File: src/rtl/pva_pkg.sv
package pva_pkg;

    localparam int CORDIC_STAGES = 20;
    localparam int FRAC_BITS     = 8;
    localparam int GUARD_BITS    = 16;
    localparam int ANGLE_Q       = 32;
    localparam int CW            = 44;
    localparam int MAG_W         = 40;
    localparam int FOLD_W        = 17;
    localparam int LEN_W         = 24;
    localparam int ANG_W         = 18;
    localparam int SUM_LEN_W     = 25;
    localparam int SUM_ANG_W     = 17;
    localparam int ATAN_ENTRIES  = 32;

    localparam int QUEUE_DEPTH   = 4;
    localparam int QPTR_W        = $clog2(QUEUE_DEPTH);
    localparam int QCNT_W        = $clog2(QUEUE_DEPTH + 1);

    localparam int FULL_TURN     = 360 << FRAC_BITS;
    localparam int HALF_TURN     = 180 << FRAC_BITS;
    localparam int QUARTER_TURN  = 90 << FRAC_BITS;

    localparam logic [31:0] GAIN_Q32 = 32'h9B74EDA8;

    typedef logic signed [CW-1:0] t_comp;
    typedef t_comp t_atan_tab [ATAN_ENTRIES];

    typedef struct packed {
        logic [MAG_W-1:0]         mag;
        logic                     neg;
        logic signed [FOLD_W-1:0] ang;
    } t_vec;

    typedef struct packed {
        t_vec vec_a;
        t_vec vec_b;
    } t_item;

    typedef struct packed {
        logic [QCNT_W-1:0] count;
        logic              full;
        logic              empty;
    } t_q_stat;

    // shift-subtract divide, elaboration only
    function automatic logic [63:0] udiv64(input logic [63:0] num, input logic [63:0] den);
        logic [63:0] q;
        logic [63:0] r;
        q = '0;
        r = '0;
        for (int k = 63; k >= 0; k--) begin
            r = {r[62:0], num[k]};
            if (r >= den) begin
                r = r - den;
                q[k] = 1'b1;
            end
        end
        return q;
    endfunction

    // atan(1/m) in Q62 by the arctangent series
    function automatic logic [63:0] atan_recip(input logic [63:0] m);
        logic [63:0] p;
        logic [63:0] m2;
        logic [63:0] n;
        logic [63:0] acc;
        logic [63:0] t;
        logic        neg;
        p   = udiv64(64'd1 << 62, m);
        m2  = m * m;
        n   = 64'd1;
        acc = '0;
        neg = 1'b0;
        for (int k = 0; k < 64; k++) begin
            if (p != 0) begin
                t   = udiv64(p, n);
                acc = neg ? acc - t : acc + t;
                p   = udiv64(p, m2);
                n   = n + 64'd2;
                neg = !neg;
            end
        end
        return acc;
    endfunction

    // atan(2^-i) in degrees, Q32, truncated
    function automatic t_atan_tab build_atan();
        t_atan_tab   tab;
        logic [63:0] quarter;
        logic [63:0] a;
        logic [63:0] q;
        quarter = 64'd4 * atan_recip(64'd5) - atan_recip(64'd239);
        tab[0]  = CW'(64'd45 << ANGLE_Q);
        for (int i = 1; i < ATAN_ENTRIES; i++) begin
            a = atan_recip(64'd1 << i);
            q = '0;
            for (int k = 0; k < ANGLE_Q; k++) begin
                a = a << 1;
                q = q << 1;
                if (a >= quarter) begin
                    a = a - quarter;
                    q = q | 64'd1;
                end
            end
            tab[i] = CW'(q * 64'd45);
        end
        return tab;
    endfunction

    localparam t_atan_tab ATAN_DEG = build_atan();

endpackage

File: src/rtl/pva_front.sv
module pva_front (
    input  logic [pva_pkg::LEN_W-1:0]        i_len_a,
    input  logic signed [pva_pkg::ANG_W-1:0] i_ang_a,
    input  logic [pva_pkg::LEN_W-1:0]        i_len_b,
    input  logic signed [pva_pkg::ANG_W-1:0] i_ang_b,
    output pva_pkg::t_item                   o_item
);
    import pva_pkg::*;

    localparam logic signed [ANG_W:0] FULL_C    = (ANG_W+1)'(FULL_TURN);
    localparam logic signed [ANG_W:0] HALF_C    = (ANG_W+1)'(HALF_TURN);
    localparam logic signed [ANG_W:0] QUARTER_C = (ANG_W+1)'(QUARTER_TURN);

    // reduce to (-180,180], then fold into [-90,90] with a sign flip
    function automatic t_vec classify(input logic [LEN_W-1:0] len,
                                      input logic signed [ANG_W-1:0] ang);
        t_vec                  v;
        logic signed [ANG_W:0] a;
        logic [63:0]           prod;
        a = (ANG_W+1)'(ang);
        if (a < 0) a = a + FULL_C;
        if (a < 0) a = a + FULL_C;
        if (a >= FULL_C) a = a - FULL_C;
        if (a > HALF_C) a = a - FULL_C;
        v.neg = 1'b0;
        if (a > QUARTER_C) begin
            a     = a - HALF_C;
            v.neg = 1'b1;
        end else if (a < -QUARTER_C) begin
            a     = a + HALF_C;
            v.neg = 1'b1;
        end
        prod  = {{(64-LEN_W){1'b0}}, len} * {32'b0, GAIN_Q32};
        v.mag = prod[MAG_W+GUARD_BITS-1:GUARD_BITS];
        v.ang = a[FOLD_W-1:0];
        return v;
    endfunction

    always_comb begin
        o_item.vec_a = classify(i_len_a, i_ang_a);
        o_item.vec_b = classify(i_len_b, i_ang_b);
    end

endmodule

File: config.mk
export PLATFORM = sky130hd
export DESIGN_NAME = pva_front
export DESIGN_NICKNAME = d
export VERILOG_FILES = /design/src/rtl/pva_pkg.sv /design/src/rtl/pva_front.sv
export SDC_FILE = /design/constraint.sdc
export NUM_CORES = 2
export LEC_CHECK = 0
export ABC_CLOCK_PERIOD_IN_PS = 23200
export CAP_MARGIN = 20
export CORE_MARGIN = 4
export CORE_UTILIZATION = 55
export DETAILED_ROUTE_END_ITERATION = 16
export DONT_BUFFER_PORTS = 1
export PLACE_DENSITY = 0.77
export SYNTH_ARGS = -nofsm -noshare
export SYNTH_HDL_FRONTEND = slang
export SYNTH_SLANG_ARGS = --single-unit
File: constraint.sdc
create_clock -name vclk -period 23.2
set_input_delay 3.48 -clock vclk [all_inputs]
set_output_delay 3.48 -clock vclk [all_outputs]
set_load 0.05 [all_outputs]
-- After elaboration in Yosys (flattened, before gate mapping)
Cells that the tools add are included.
- memory bits (writable): 0
- output and inout bits: 116
- register bits: 0
- memories kept: 0
- bits in latches: 0
- input bits: 84
- logic and storage cells: 42
- bits in read-only memories: 0
- shift-type cells: 0
- bitwise gates (word level): 0
- order comparisons: 12
- reduce and logical (&&, ||, !) cells: 0
- muxes and demuxes: 16
- add/sub/neg operators: 12
- multipliers: 2
- equality and inequality tests: 0
- divide/modulo/power cells: 0
- operators by type and width (cell ; number):
    $mux 19 ; 8
    $mul 24x29->53 const B ; 2
    $sub 19x18->19 const B ; 4
    $mux 17 ; 4
    $add 18x18->19 const B ; 2
    $add 19x18->19 const B ; 2
    $ge 19x18->1 const B ; 2
    $gt 19x16->1 const B ; 2
    $gt 19x17->1 const B ; 2
    $lt 19x1->1 const B ; 2
    $lt 19x16->1 const B ; 2
    $lt 18x1->1 const B ; 2
    $add 17x17->17 const B ; 2
    $sub 17x17->17 const B ; 2
    $mux 1 ; 4

-- Logic depth before layout (Yosys ltp)
- word-level depth: 11
- depth in mapped cells: 28
- gate-level depth less buffers: 28

-- Worst setup path after synthesis
OpenSTA, ideal clock, no wires.
- path kind: input-to-output
- start: input port i_len_b[6] in the netlist's numbering
- end: output port o_item[56] in the netlist's numbering
- required time: 19720 ps
- setup slack: 9121 ps
- path buffers: 0
- arrival: 10599 ps
- cell stages on the path: 25
- cells stage by stage: fa_1 -> inv_1 -> fa_1 -> inv_1 -> fa_1 -> fa_1 -> fa_1 -> inv_1 -> fa_1 -> fa_1 -> inv_1 -> ha_1 -> a21o_1 -> a21o_1 -> a21oi_1 -> o21bai_1 -> a21o_1 -> a32oi_1 -> a221oi_1 -> o21ai_0 -> a41oi_1 -> a221o_1 -> a211o_1 -> a21o_1 -> xor2_1
- RTL lines (element ; RTL line ; source):
    start: declaration ; pva_front.sv:4 ; input logic [pva_pkg::LEN_W-1:0] i_len_b,
    end: declaration ; pva_front.sv:6 ; output pva_pkg::t_item o_item

==> key figures <==
Status
  • Status: completed

Finish
  • Area occupied by multi-input gates: 22700 um^2
  • Fillers: between 4000 and 5000
  • Antenna cell count: 0
  • Final #Nets: between 3000 and 4000
  • Share of cells above drive strength 1: 0.0217
  • Sequential Area: 0 um^2
  • Layout Utilization: 0.573
  • Final std cells w/o fill: approximately 3300
  • Area delta synth->final: 2.43%
  • Sequential cells: 0
  • Clock Buffer Count: 0

Synthesis
  • Netlist Area Pre-Place: 26200 um^2
  • Post-synthesis sequential area ratio: 0
  • Count leader, synth: inv_1
  • Synth cell types: a little under 90
  • Area share of the largest cell type after synthesis: 0.459
  • Synth top area cells: fa_1, ha_1, inv_1, xnor2_1, a21o_1
  • YS warnings: 0
  • Yosys top cell by area: fa_1
  • Commonest cells post-synth: inv_1, fa_1, ha_1
  • Post-Syn Instances: around 2700
  • Syn_nets: 3846
  • Syn_area_per_cell: around 9.7 um^2

STA
  • Setup violators final: 0
  • Final Hold Viols: 0
  • Final worst path period share: 0.655
  • RSZ-0062 raised after global routing: false
  • Minimum clock period after layout: ~15 ns
  • Setup tns final: 0 ns
  • Achievable Freq: 65.8 MHz
  • Slew headroom: 0.207
  • Worst slew pin tran: ~1.2 ns
  • Max-slew violation count: 0

Placed design
  • Final GP Congestion: 1.04
  • Final HPWL DP: 63.4 mm
  • Placed Cells: between 3000 and 4000
  • Number of buffers added on ports: 0

Routing
  • Post-route ant nets: 0
  • DRT iter0 DRCs: between 1000 and 1500
  • M1 WL: 28.4 mm
  • 1st-pass router iterations: 5
  • Vias per cell: between 5 and 6
  • WL met3: approximately 5.7 mm
  • DRC viols: 0
  • Metal2 WL: approximately 32 mm
  • Post-DR wirelength/cell: roughly 21 um
  • Routed WL: just under 70 mm
  • Vias: around 18000
  • Top layer in use: met4

Floorplan
  • Chip Height: approximately 230 um
  • Core ar.: between 40000 and 50000 um^2
  • Chip width: ~230 um
  • Initial Util: 0.560
  • Row cnt: 79
  • Die ar.: 51300 um^2
  • I/O pin cnt: 200

Setup path
  • CP top delay family: adder cells
  • Crit end category: primary output
  • Crit path DAT: approximately 12 ns
  • Crit. Startpoint: i_len_b[6]
  • CP max FO: 7
  • Critical path class: input pin to primary output
  • Crit-path max cell delay: just under 0.8 ns
  • Most used cell, CP: fa_1
  • Worst setup SP type: input pin
  • CP bufs+invs: 4
  • Worst path required time: roughly 20 ns
  • Slowest CP cell: xor2_1

Global routing
  • Largest net degree at the start of global routing: 17
  • Grt ovf: 0
  • Initial antenna violation count: 0
  • Global-route wire length before repair: around 110 mm
  • Gr usage total: 0.273
  • Vias in the first global route: about 20000

Min path
  • Worst min path class: input pin to primary output
  • Min-Delay Startpoint: i_ang_b[7]

CTS
  • Hold Buf Count CTS: 0
  • Setup Buffers After CTS: 0
  • Post_cts resized: 0

Job
  • Max cap viols: 0
==> through the flow <==
step	setup WS [ns]	cell area (um^2)	hold WS, ns
after global placement	8.21	26900	6.96
after detailed placement	8.08	26900	6.96
after floorplan	9.12	26200	7.13
after global routing	7.64	26900	6.96
after CTS	8.07	26900	6.96
final	8.01	26900	6.96
==> area by class of cell <==
| cell class | instances | share of cell area |
|---|---|---|
| repair buffers | 18 | 0.00503 |
| inverters | 859 | 0.120 |
| well taps | 607 | 0.0283 |
| multi-input cells | 1796 | 0.847 |
==> cells in the final DEF, fill, tap and decap left out, drive strengths merged, types with 12 or more instances in the layout <==
master / count
inv: 859
fa: 602
ha: 464
nor2: 80
a21oi: 69
xnor2: 66
o21ai: 51
nand2: 50
a21o: 48
xor2: 35
nor3: 27
nor2b: 19
buf: 18
nand2b: 16
nand3: 15
o21a: 15
nor4: 14
o31ai: 13
a211oi: 12
==> routing by layer <==
metal  vias up  global-route usage
li1       8275                   -
met3       115              0.0579
met2       651               0.454
met5         -                   0
met4         0              0.0650
met1      9233               0.371
==> cells by family (layout without fill, tap and decap cells) <==
logic type | Yosys count | count (layout) | synth area share
xor+xnor | 103 | 103 | 0.0363
simple gates | 289 | 289 | 0.0566
buf+inv | 900 | 877 | 0.133
fa+ha+maj | 1066 | 1066 | 0.681
compound gates | 332 | 332 | 0.0908
mux | 6 | 6 | 0.00262
==> worst paths after layout <==
| kind | slack, ns | to | cells past startpoint |
|---|---|---|---|
| worst min-delay path | 6.96 | o_item[7] | 0 |
| worst max-delay path | 8.01 | o_item[56] | 25 |
Power is not shown: default switching activity piles up to over one toggle a cycle in this logic, so the estimate is an artifact.
