`src/rtl/pva_pkg.sv`:
```
package pva_pkg;

    localparam int CORDIC_STAGES = 20;
    localparam int FRAC_BITS     = 8;
    localparam int GUARD_BITS    = 16;
    localparam int ANGLE_Q       = 32;
    localparam int CW            = 44;
    localparam int MAG_W         = 40;
    localparam int FOLD_W        = 17;
    localparam int LEN_W         = 24;
    localparam int ANG_W         = 18;
    localparam int SUM_LEN_W     = 25;
    localparam int SUM_ANG_W     = 17;
    localparam int ATAN_ENTRIES  = 32;

    localparam int QUEUE_DEPTH   = 4;
    localparam int QPTR_W        = $clog2(QUEUE_DEPTH);
    localparam int QCNT_W        = $clog2(QUEUE_DEPTH + 1);

    localparam int FULL_TURN     = 360 << FRAC_BITS;
    localparam int HALF_TURN     = 180 << FRAC_BITS;
    localparam int QUARTER_TURN  = 90 << FRAC_BITS;

    localparam logic [31:0] GAIN_Q32 = 32'h9B74EDA8;

    typedef logic signed [CW-1:0] t_comp;
    typedef t_comp t_atan_tab [ATAN_ENTRIES];

    typedef struct packed {
        logic [MAG_W-1:0]         mag;
        logic                     neg;
        logic signed [FOLD_W-1:0] ang;
    } t_vec;

    typedef struct packed {
        t_vec vec_a;
        t_vec vec_b;
    } t_item;

    typedef struct packed {
        logic [QCNT_W-1:0] count;
        logic              full;
        logic              empty;
    } t_q_stat;

    // shift-subtract divide, elaboration only
    function automatic logic [63:0] udiv64(input logic [63:0] num, input logic [63:0] den);
        logic [63:0] q;
        logic [63:0] r;
        q = '0;
        r = '0;
        for (int k = 63; k >= 0; k--) begin
            r = {r[62:0], num[k]};
            if (r >= den) begin
                r = r - den;
                q[k] = 1'b1;
            end
        end
        return q;
    endfunction

    // atan(1/m) in Q62 by the arctangent series
    function automatic logic [63:0] atan_recip(input logic [63:0] m);
        logic [63:0] p;
        logic [63:0] m2;
        logic [63:0] n;
        logic [63:0] acc;
        logic [63:0] t;
        logic        neg;
        p   = udiv64(64'd1 << 62, m);
        m2  = m * m;
        n   = 64'd1;
        acc = '0;
        neg = 1'b0;
        for (int k = 0; k < 64; k++) begin
            if (p != 0) begin
                t   = udiv64(p, n);
                acc = neg ? acc - t : acc + t;
                p   = udiv64(p, m2);
                n   = n + 64'd2;
                neg = !neg;
            end
        end
        return acc;
    endfunction

    // atan(2^-i) in degrees, Q32, truncated
    function automatic t_atan_tab build_atan();
        t_atan_tab   tab;
        logic [63:0] quarter;
        logic [63:0] a;
        logic [63:0] q;
        quarter = 64'd4 * atan_recip(64'd5) - atan_recip(64'd239);
        tab[0]  = CW'(64'd45 << ANGLE_Q);
        for (int i = 1; i < ATAN_ENTRIES; i++) begin
            a = atan_recip(64'd1 << i);
            q = '0;
            for (int k = 0; k < ANGLE_Q; k++) begin
                a = a << 1;
                q = q << 1;
                if (a >= quarter) begin
                    a = a - quarter;
                    q = q | 64'd1;
                end
            end
            tab[i] = CW'(q * 64'd45);
        end
        return tab;
    endfunction

    localparam t_atan_tab ATAN_DEG = build_atan();

endpackage

```
`src/rtl/pva_queue.sv`:
```
module pva_queue (
    input  logic             i_clk,
    input  logic             i_rst_n,
    input  logic             i_push,
    input  pva_pkg::t_item   i_item,
    input  logic             i_pop,
    output pva_pkg::t_item   o_item,
    output pva_pkg::t_q_stat o_stat
);
    import pva_pkg::*;

    t_item               r_slot [QUEUE_DEPTH];
    logic [QPTR_W-1:0]   r_wr;
    logic [QPTR_W-1:0]   r_rd;
    logic [QCNT_W-1:0]   r_count;
    logic [QPTR_W-1:0]   n_wr;
    logic [QPTR_W-1:0]   n_rd;
    logic [QCNT_W-1:0]   n_count;

    always_comb begin
        n_wr    = i_push ? QPTR_W'(r_wr + 1'b1) : r_wr;
        n_rd    = i_pop  ? QPTR_W'(r_rd + 1'b1) : r_rd;
        n_count = r_count;
        if (i_push && !i_pop) n_count = QCNT_W'(r_count + 1'b1);
        if (!i_push && i_pop) n_count = QCNT_W'(r_count - 1'b1);
    end

    always_ff @(posedge i_clk) begin
        if (!i_rst_n) begin
            r_wr    <= '0;
            r_rd    <= '0;
            r_count <= '0;
        end else begin
            r_wr    <= n_wr;
            r_rd    <= n_rd;
            r_count <= n_count;
        end
    end

    always_ff @(posedge i_clk) begin
        if (i_push) r_slot[r_wr] <= i_item;
    end

    assign o_item       = r_slot[r_rd];
    assign o_stat.count = r_count;
    assign o_stat.full  = (r_count == QCNT_W'(QUEUE_DEPTH));
    assign o_stat.empty = (r_count == '0);

endmodule

```
`config.mk`:
```
export PLATFORM = sky130hd
export DESIGN_NAME = pva_queue
export DESIGN_NICKNAME = d
export VERILOG_FILES = /design/src/rtl/pva_pkg.sv /design/src/rtl/pva_queue.sv
export SDC_FILE = /design/constraint.sdc
export NUM_CORES = 1
export LEC_CHECK = 0
export BUFFER_PORTS_ARGS = -buffer_cell sky130_fd_sc_hd__buf_2
export CELL_PAD_IN_SITES_DETAIL_PLACEMENT = 1
export CELL_PAD_IN_SITES_GLOBAL_PLACEMENT = 2
export CORE_MARGIN = 2
export CORE_UTILIZATION = 41
export DETAILED_ROUTE_END_ITERATION = 12
export HOLD_SLACK_MARGIN = 0.08
export PLACE_DENSITY = 0.72
export SLEW_MARGIN = 20
export SYNTH_ARGS = -nofsm -noshare
export SYNTH_HDL_FRONTEND = slang
export SYNTH_SLANG_ARGS = --single-unit
```
`constraint.sdc`:
```
create_clock -name i_clk -period 4.01 [get_ports i_clk]
set_clock_uncertainty 0.2 [all_clocks]
set_input_delay 0.2005 -clock i_clk [delete_from_list [all_inputs] [get_ports i_clk]]
set_output_delay 0.2005 -clock i_clk [all_outputs]
set_load 0.03 [all_outputs]
```
== Word-level counts from Yosys, hierarchy flattened ==
Memories as Yosys holds them, arrays and structs flattened. A register that Yosys moved wholly into a read port is not among the register bits.
Index checks and enable logic that the tools add are counted.

* $add $sub $neg: 4
* Multipliers: 0
* Divide/modulo/power cells: 0
* Order comparisons: 0
* Equal/unequal tests: 1
* Shift operators: 0
* Muxes and demuxes: 6
* Bitwise logic cells: 0
* Reduce and logical (&&, ||, !) cells: 6

{| class="wikitable"
|+ Operators by type and width
! operator !! number
|-
| 3-bit two-way mux || 2
|-
| 2-bit by 1-bit adder with 2-bit output, second input constant || 2
|-
| 2-bit two-way mux || 2
|-
| 3-bit by 1-bit adder with 3-bit output, second input constant || 1
|-
| 3-bit equality test, second input constant || 1
|-
| 3-bit zero test || 1
|-
| 3-bit by 1-bit subtractor with 3-bit output, second input constant || 1
|-
| 1-bit logical AND || 2
|-
| 1-bit zero test || 2
|-
| 1-bit two-way mux || 2
|-
| 2-bit nonzero test || 1
|}

* Register bits: 7
* Latch bits: 0
* RAM bits: 464
* Bits in read-only memories: 0
* Input bits: 120
* Output and inout port bits: 121
* Logic and storage cells: 21
* Memories kept: 1

{| class="wikitable"
|+ Memories
! name !! depth !! width !! rd ports !! clocked after memory_dff !! wr ports !! RTL line !! text
|-
| r_slot || 4 || 116 || 1 || 1 || 1 || pva_queue.sv:12 || <nowiki>t_item r_slot [QUEUE_DEPTH];</nowiki>
|}

== Longest topological paths before layout ==
* Depth in word-level cells: 4
* Depth in mapped cells: 7
* Gate-level depth less buffers: 7

== Worst setup path after synthesis ==
OpenSTA, ideal clock, no wires.

* Path type: reg2reg
* Start point: reg r_wr[0]
* End point: mem r_slot[0][0] (netlist name), enable pin
* Setup time: 0.488 ns
* Arrival: 3.210 ns
* Data required time: 3.322 ns
* Path slack: 0.112 ns
* Stages on the path, launching flop included: 4
* Buffers on the path: 0
* Period minus slack after synthesis: 3.898 ns
* Cell sequence: dfxtp_1 -> inv_1 -> ha_1 -> and2_1

{| class="wikitable"
|+ RTL lines
! item !! RTL line !! text
|-
| start: declaration || pva_queue.sv:13 || <nowiki>logic [QPTR_W-1:0] r_wr;</nowiki>
|-
| start signal: assignment || pva_queue.sv:34 || <nowiki>r_wr <= n_wr;</nowiki>
|-
| end: declaration || pva_queue.sv:12 ||
|}

No word-level cell before the write port.

==> out/qor.csv <==
metric,value,unit
htree_levels,2,
port_buffers,240,
required,3.61,ns
dp_hpwl,20000,um
drt-vias-per-instance,5.06,
whs_path_depth,2,
period_share,0.698,
r2r_cells,4,
wl_per_cell,21.8,um
synth_area_leaders,"edfxtp_1 (81%), mux4_2 (15%), dfxtp_1 (1.1%), buf_6 (0.39%), buf_2 (0.38%)",
grt_pass1_wl,54800,um
slew_headroom,0.297,
tritoncts,done,
arrival,2.40,ns
synthCells,652,
io_pins,241,
syn_nets,778,
path_max_fanout,66,
core-area,0.0411,sq mm
worst_setup_path_end_kind,output pin,
grt_start_max_net_pins,71,
insertion_delay,0.58,ns
period_needed,2.80,ns
yosys_warnings,0,
fin_nets,1177,
initial_core_util,0.417,
fin_setup_tns,0,ns
area_delta_synth_final,27.8,%
power_leakage,0.00747,uW
cpPeakStageDelay,0.81,ns
peakVddDrop,0.000352,V
place_congestion,0.702,
die-area,0.0435,sq mm
post-synth-top-area-fraction,0.812,
post_cts_resized,0,
synth_cell_types,20,
hp-start,i_item[21],
clock-sinks,473,
grt_usage,0.167,
finalSetupViolCount,0,
power,11800,uW
dpl_cell_area,0.0191,sq mm
antenna_found_initial,1,
slowest_stage,buf_4,
fmax,357,MHz
cp_cell_sequence,buf_4 -> mux4_2 -> buf_2,
start_kind,flip-flop,
first_pass_iters,5,
final_hold_viol_count,0,
chipHeight,209,um
clockBufferDepth,3,
drv_slew,0,
tightest_slew,1.06,ns
design_area,0.0219,sq mm
die_w,209,um
synth_area,0.0172,sq mm
grt_pass1_vias,9207,
timing.rr.end,r_slot[2][63]$_DFFE_PP_,
final_antenna_net_count,0,
hp-class,input pin to flip-flop,
cts-root-buf,clkbuf_16,
rrSetupSlack,1.79,ns
yosysSeqAreaShare,0.823,
rsz0062_at_grt,no,
ys_ff_latch,473,
wl,35400,um
powerDensity,539,mW/mm^2
cts_made_buffers,50,
hold_end,r_slot[3][21]$_DFFE_PP_,
drive_gt1_frac,0.412,
drcViolationCount,0,
clkSlewWorstSetupHoldPaths,0.06,ns
worst-setup-path-type,flip-flop to output pin,
rows,74,
grt_overflow,0,
max_cap_viol_count,0,
via_count,8206,
synth_top_cell_by_area,edfxtp_1,
initialDrtViolationCount,462,
r2r_start,r_wr[0]$_SDFFE_PN0P_,
finish.utilization,0.533,
status,finished clean,
avgSynthCellArea,26.3,sq um
## how the worst max path moves through the flow
stage / from / to / slack (ns) / cells past startpoint
2_1_floorplan: r_wr[0]$_SDFFE_PN0P_ / r_slot[0][0]$_DFFE_PP_ / 0.11 / 3
4_1_cts: flip-flop / o_item[114] / 1.12 / 3
3_3_place_gp: r_wr[0]$_SDFFE_PN0P_ / r_slot[2][49]$_DFFE_PP_ / 1.73 / 4
3_5_place_dp: r_wr[0]$_SDFFE_PN0P_ / r_slot[2][66]$_DFFE_PP_ / 1.72 / 4
6_report: flip-flop / o_item[39] / 1.21 / 3
5_1_grt: flip-flop / o_item[113] / 1.09 / 3
## routing by layer
metal  GRT usage  share of wire  vias up
li1            -              -     3613
met4      0.0554          0.023        0
met1       0.216           0.43     4290
met2       0.277           0.49      242
met3      0.0414          0.059       61
met5           0              0        -
## area by class of cell
cell class              count  area [sq um]
diodes                      1          2.50
well taps                 532           666
flip-flops and latches    473         14100
clock inverters            27           285
repair buffers            373          2570
inverters                   6          22.5
clock buffers              64          1390
fillers                  3644         19200
multi-input cells         147          2870
## worst max-delay path, delay by kind of cell, from the launching register on
family / cells / cell delay, ns
buffers and inverters: 2 / 1.01
flip-flops: 1 / 0.34
multiplexers: 1 / 0.45
## stage by stage
stage               hold WS (ns)  setup slack, ns  cells
global placement           0.214             1.73   1411
finish                     0.171             1.21   1623
CTS                        0.118             1.12   1622
global route               0.158             1.09   1623
detailed placement         0.218             1.72   1411
floorplan                 0.0994            0.112    652
## cells by family (layout without fill, tap and decap cells)
logic type	after synthesis	in the layout	share of synthesized area
other	0	1	0
AOI/OAI and AO/OA	3	3	0.00102
and+or+nand+nor	16	16	0.00547
xor gates and xnor gates	5	5	0.00255
adders and majority gates	6	6	0.00481
DFF	473	473	0.823
muxes	117	117	0.153
buffers and inverters	32	470	0.0106
## repair_timing
action,CTS,global route
setup buffers,0,0
hold buffers,120,0
hold endpoints to repair,502,0
## cells in the mapped netlist
cell type and count:
inv_1 6, and3_1 1, edfxtp_1 464, mux2i_1 1, dfxtp_1 9, a21boi_0 1
xor2_1 3, mux4_2 116, o21ai_0 2, buf_2 13, or3_1 1, clkbuf_1 7
nor2b_1 1, nand2_1 2, xnor2_1 2, nor3_1 1, fa_1 1, ha_1 5
buf_6 6, and2_1 10
## flip-flops by register name, indices dropped and copies added (netlist names), named ones only
name     flops
r_rd         2
r_slot     464
r_wr         2
r_count      3
## report_power, final
group,total [uW],internal [uW],switching [uW]
Clock,4650,2820,1820
Sequential,5740,5680,55.9
Combinational,1440,548,888
## cells in the final DEF, fill, tap and decap left out
| cell | count |
|---|---|
| buf_12 | 6 |
| mux4_2 | 116 |
| buf_2 | 240 |
| xor2_1 | 3 |
| mux2i_1 | 1 |
| nor2b_1 | 1 |
| and2_1 | 6 |
| dfxtp_1 | 7 |
| nor3_1 | 1 |
| a21boi_0 | 1 |
| and3_1 | 1 |
| clkbuf_8 | 2 |
| and2_4 | 4 |
| dlygate4sd3_1 | 120 |
| buf_4 | 7 |
| edfxtp_1 | 464 |
| clkinv_4 | 1 |
| clkinv_1 | 8 |
| ha_1 | 5 |
| clkinv_2 | 10 |
| inv_6 | 1 |
| fa_1 | 1 |
| nand2_1 | 2 |
| inv_1 | 6 |
| o21ai_0 | 2 |
| or3_1 | 1 |
| xnor2_1 | 2 |
| dfxtp_4 | 2 |
| clkbuf_1 | 9 |
| clkbuf_16 | 53 |
| diode_2 | 1 |
| bufinv_16 | 6 |
| clkinvlp_4 | 1 |
No activity file was read; power rests on OpenSTA's default activity.
